<file path="src/rtl/core/ncel_pkg.sv">
// ----------------------------------------------------------------------------
// ncel_pkg
// Shared types and constants of the nearest-color elevation lookup: table
// geometry, field widths, controller states and the controller/datapath bus.
// ----------------------------------------------------------------------------
`default_nettype none

package ncel_pkg;

  localparam int TABLE_DEPTH = 256;
  localparam int IDX_W       = $clog2(TABLE_DEPTH);
  localparam int CNT_W       = IDX_W + 1;
  localparam int ELEV_W      = 16;
  localparam int COLOR_W     = 8;
  localparam int COUNT_W     = 9;
  localparam int DIST_W      = 18;
  localparam int GRAY_W      = 8;
  localparam int DIV_STEPS   = GRAY_W + 1;
  localparam int STEP_W      = $clog2(DIV_STEPS);
  localparam int NUM_W       = ELEV_W + GRAY_W;
  localparam int CFG_IDX_W   = 2;
  localparam int CFG_DATA_W  = 16;
  localparam int IN_DATA_W   = 48;
  localparam int OUT_DATA_W  = 32;

  localparam logic signed [ELEV_W-1:0] RESET_MIN_ELEV = -16'sd9150;
  localparam logic signed [ELEV_W-1:0] RESET_MAX_ELEV = 16'sd10760;
  localparam logic [GRAY_W-1:0]        GRAY_FULL      = 8'd255;

  localparam logic [CFG_IDX_W-1:0] REG_TABLE_COUNT = 2'd0;
  localparam logic [CFG_IDX_W-1:0] REG_MIN_ELEV    = 2'd1;
  localparam logic [CFG_IDX_W-1:0] REG_MAX_ELEV    = 2'd2;

  localparam logic OP_WRITE  = 1'b0;
  localparam logic OP_LOOKUP = 1'b1;

  typedef enum logic [2:0] {
    ST_IDLE,
    ST_SCAN,
    ST_PREP,
    ST_DIV,
    ST_DONE
  } ncel_state_t;

  typedef struct packed {
    logic mem_write;
    logic scan_start;
    logic scan_run;
    logic div_start;
    logic div_step;
    logic out_load;
  } ncel_cmd_t;

  typedef struct packed {
    logic scan_done;
    logic div_last;
    logic out_free;
  } ncel_status_t;

endpackage

`default_nettype wire

</file>
<file path="src/rtl/core/ncel_ctrl.sv">
// ----------------------------------------------------------------------------
// ncel_ctrl
// Sequencer: accept a beat, run the table scan, the gray scaling steps and
// the hand-off into the output register.
// ----------------------------------------------------------------------------
`default_nettype none

module ncel_ctrl
  import ncel_pkg::*;
(
  input  wire logic         clk,
  input  wire logic         rst,
  input  wire logic         in_valid,
  input  wire logic         in_opcode,
  output logic              in_ready,
  input  wire ncel_status_t status,
  output ncel_cmd_t         cmd
);

  ncel_state_t state;
  ncel_state_t state_next;

  always_ff @(posedge clk) begin
    if (rst) begin
      state <= ST_IDLE;
    end else begin
      state <= state_next;
    end
  end

  always_comb begin
    state_next = state;
    case (state)
      ST_IDLE: begin
        if (in_valid && (in_opcode == OP_LOOKUP)) begin
          state_next = ST_SCAN;
        end
      end
      ST_SCAN: begin
        if (status.scan_done) begin
          state_next = ST_PREP;
        end
      end
      ST_PREP: state_next = ST_DIV;
      ST_DIV: begin
        if (status.div_last) begin
          state_next = ST_DONE;
        end
      end
      ST_DONE: begin
        if (status.out_free) begin
          state_next = ST_IDLE;
        end
      end
      default: state_next = ST_IDLE;
    endcase
  end

  always_comb begin
    cmd      = '0;
    in_ready = 1'b0;
    case (state)
      ST_IDLE: begin
        in_ready       = 1'b1;
        cmd.mem_write  = in_valid && (in_opcode == OP_WRITE);
        cmd.scan_start = in_valid && (in_opcode == OP_LOOKUP);
      end
      ST_SCAN: cmd.scan_run  = 1'b1;
      ST_PREP: cmd.div_start = 1'b1;
      ST_DIV:  cmd.div_step  = 1'b1;
      ST_DONE: cmd.out_load  = status.out_free;
      default: cmd = '0;
    endcase
  end

endmodule

`default_nettype wire

</file>
<file path="config.mk">
export PLATFORM = sky130hd
export DESIGN_NAME = ncel_ctrl
export DESIGN_NICKNAME = d
export VERILOG_FILES = /design/src/rtl/core/ncel_pkg.sv /design/src/rtl/core/ncel_ctrl.sv
export SDC_FILE = /design/constraint.sdc
export NUM_CORES = 1
export LEC_CHECK = 0
export ABC_CLOCK_PERIOD_IN_PS = 1400
export CAP_MARGIN = 25
export CORE_AREA = 10 10 47 49
export DETAILED_ROUTE_END_ITERATION = 10
export DIE_AREA = 0 0 57 59
export DONT_BUFFER_PORTS = 1
export SLEW_MARGIN = 40
export SYNTH_ARGS = -nofsm -noshare
export SYNTH_HDL_FRONTEND = slang
export SYNTH_SLANG_ARGS = --single-unit
export TNS_END_PERCENT = 50
</file>
<file path="constraint.sdc">
create_clock -name clk -period 1.4 [get_ports clk]
set_clock_uncertainty 0.15 [all_clocks]
set_input_delay 0.28 -clock clk [delete_from_list [all_inputs] [get_ports clk]]
set_output_delay 0.28 -clock clk [all_outputs]
set_load 0.005 [all_outputs]
</file>
Word-level counts from Yosys, hierarchy flattened. Index checks and enable logic that the tools add are counted.

Equality and inequality tests: 8. Muxes and demuxes: 11. Bitwise gates (word level): 1. Reduce and logical (&&, ||, !) cells: 4.

Operators by type and width (count): $pmux 3 s5 (1); $mux 3 (4); $ne 2x2->1 const B (4); $eq 3x2->1 const B (2); $mux 1 (5); $reduce_and 4->1 (1); $eq 3x1->1 const B (1); $eq 3x3->1 const B (1); $logic_not 3->1 (1); $logic_and 1x1->1 (2); $mux 2 (1); $not 1->1 (1).

Flip-flop bits (word level): 3. Input port bits: 7. Output and inout bits: 7. Word-level logic and storage cells: 25.

Longest topological paths before layout.
Depth in word-level cells: 3. Gate-level depth with buffers: 4. Gate-level depth less buffers: 3.

Worst setup path after synthesis. OpenSTA, ideal clock, no wires.

Path type: flip-flop to flip-flop. Start: register state[2]. End: register state[0]. Setup time: 123 ps. Data arrival time: 1205 ps. Required time: 1127 ps. Slack: -79 ps. Cell stages (with the launch flop): 5. Buffers on the path: 1. Period minus slack after synthesis: 1479 ps. Cell sequence: dfxtp_1 buf_4 and3b_4 a221oi_2 mux2_1.

Cells in the longest elaborated chain, start to end: 3. Elaborated cells on any way between the ends: 11. Those cells by class: eq/ne: 8; mux: 1; reduce/logical: 2.

Ends and longest elaborated chain: start, declared (RTL line ncel_ctrl.sv:20) `ncel_state_t state;`; start signal, assigned (RTL line ncel_ctrl.sv:27) `state <= state_next;`; $eq 3x1->1 (tied with other cells) (RTL line ncel_ctrl.sv:33) `case (state)`; $ne 2x2->1 (no source line); $reduce_and 4->1 (no source line).

Parallel ways exist; a longest one is shown, timed or not. A chain may end at the register's enable or synchronous reset.

Worst setup path in the final report.
Start: register state[1]. End: register state[0].

Same word-level chain as after synthesis.

==> flow_summary.yaml <==
outcome:
  status: "complete, but fails checks"
  violations: "negative setup slack"
clock_network:
  cts.root.buffer_cell: "clkbuf_4"
  cts_buffers: 3
  insertion_delay_ns: 0.24
  clock_sinks: 3
  htree_levels: 1
  clkTransAtPathRegs_ns: 0.04
  cts_tree: "done"
  clockBufferDepth: 2
synthesis:
  synth_fp_nets: 34
  synth_top_area_share_pct: 25.9
  yosysTopAreaCell: "dfxtp_1"
  yosysWarnings: 0
  yosysMostFrequentCell: "dfxtp_1"
  yosys_register_bits: 3
  syn_avg_cell_area_um2: 8.57
  synth_area_leaders: "dfxtp_1 (26%), a221oi_2 (6.5%), nor3b_1 (6.5%)"
  asyncSetResetFlopFracSynth_pct: 0
  syn_area_um2: 231
  synthCells: 27
  synth_flop_cell: "dfxtp_1"
  synth.distinct_cells: 19
  synth_edf_count: 0
  seq_area_frac_synth_pct: 25.9
detailed_routing:
  wl_per_cell_um: 14.4
  drtIter0Drc: 7
  drt-vias-per-instance: 4.72
  first_pass_iters: 4
  dr_total_vias: 269
  ant_nets: 0
  drc: 0
  routed_wirelength_um: 821
timing:
  period_minus_slack_ns: 1.55
  setup_tns_ns: -0.511
  period_share_pct: 110
  rsz0062_at_grt: "yes"
  tightest_slew_ns: 0.327
  setup_slack_ns: -0.145
  slew_headroom_pct: 78.1
  setup_viol: 8
  fmax_mhz: 647
  slew_violations: 0
  hold_viol: 0
setup_path:
  startpoint_type: "flip-flop"
  cp_data_arrival_time_ns: 1.52
  cp_max_fo: 4
  critPathKind: "flip-flop to flip-flop"
  cp-end-kind: "flip-flop"
  required_ns: 1.37
power:
  p_leak_nw: 0.177
  p_per_area_nw_per_um2: 1540
  ir_drop_uv: 404
floorplanning:
  die_w_um: 57
  core_area_um2: 1400
  start_util_pct: 16.5
  die-area_um2: 3360
  ios: 14
  die_height_um: 59
  rows: 14
finish:
  n_antenna_cell: 0
  regMostFlops: "state"
  area_growth_pct: 74.1
  finish.instance_area_um2: 403
  fillCellCount: 153
  top_regs: "state (3)"
  largest_reg_flops: 3
  final-seq-area_um2: 68.8
  multi_input_area_um2: 165
  nNetsFinal: 49
  layout-drive-gt1-share_pct: 58.5
grt:
  grt-busiest-layer: "met4"
  grt_pass1_wl_um: 1220
  grt_overflow: 0
  grtUsageMet2_pct: 8.99
  grt_use_met1_pct: 3.18
  antenna_found_initial: 0
  grt_max_degree: 7
  track_usage_pct: 5.39
  use_met3_pct: 2.15
  grt_pass1_vias: 268
flow_run:
  cap_viol_max_count: 0
place:
  gp_congestion: 0.764
  hpwl_um: 572
  io_buffers: 0
  placed_area_um2: 295
min_path:
  min_path_type: "primary input to flip-flop"
where the power goes:
| part | switching, mW | leakage [nW] | internal, mW |
|---|---|---|---|
| logic | 0.118 | 0.136 | 0.199 |
| clock network | 0.0490 | 0.0150 | 0.107 |
| registers | 0.0311 | 0.0264 | 0.115 |
| total | 0.199 | 0.177 | 0.421 |
layout make-up:
type,count,area share [%]
multi-input cells,20,41.0
repair buffers,13,29.5
flip-flops and latches,3,17.1
clock buffers,4,6.52
well taps,16,4.97
inverters,1,0.932
through the flow:
step | power, mW | utilization (%) | std cells | hold WS (ns) | worst slack [ns]
finish | 0.620 | 28.7 | 57 | 0.0379 | -0.145
global route | 0.661 | 28.7 | 57 | 0.0565 | -0.191
CTS | 0.589 | 27.1 | 56 | 0.0378 | -0.150
detailed placement | 0.356 | 21.1 | 48 | 0.199 | -0.0186
global placement | 0.347 | 21.1 | 48 | 0.197 | -0.0102
floorplan | 0.289 | - | 27 | 0.195 | -0.0425
placed cells by master, fill, tap and decap left out, drive strengths merged:
master       netlist  final
buf                3     12
and3               2      2
nand3b             1      1
a211oi             1      1
mux2               1      1
nor2               2      2
nand2              1      1
clkbuf             0      4
a221oi             1      1
dlygate4sd3        0      1
nor3               2      2
dfxtp              3      3
nor2b              1      1
inv                1      1
nor4b              1      1
nor3b              2      2
a21oi              2      2
nor4               1      1
nor4bb             1      1
and3b              1      1
logic make-up (layout without fill, tap and decap cells):
group,Yosys count,count (layout),share of synthesized area (%)
AO/OA/AOI/OAI,4,4,14.1
buffers and inverters,4,18,9.19
flip-flops,3,3,25.9
multiplexers,1,1,4.86
AND/OR/NAND/NOR,15,15,45.9
layer usage:
metal	vias to the layer above	wire (um)
met3	5	48
met2	8	471
met5	-	0
met4	0	65
met1	130	236
li1	126	-
path summary, 6_finish.rpt:
path | start | end | slack [ns] | depth (start not counted)
worst max register to register | state[1] | state[0] | -0.15 | 4
worst max-delay path | state[1] | state[0] | -0.15 | 4
worst min-delay path | status[1] | state[2] | 0.04 | 2
worst min register to register | state[2] | state[1] | 0.41 | 2
worst max-delay path, stage by stage (launching register included):
cell,delay (ns)
dfxtp_4,0.35
buf_6,0.12
and3b_4,0.19
a221oi_2,0.28
mux2_1,0.34
what timing repair did:
action | 4_1_cts | 5_1_grt
setup buffers | 3 | 1
pin swaps | 1 | 2
gates resized for setup | 8 | 4
setup endpoints to repair | 8 | 8
hold buffers | 1 | 0
endpoints found under the hold margin | 2 | 0
No activity file was read; power rests on OpenSTA's default activity.
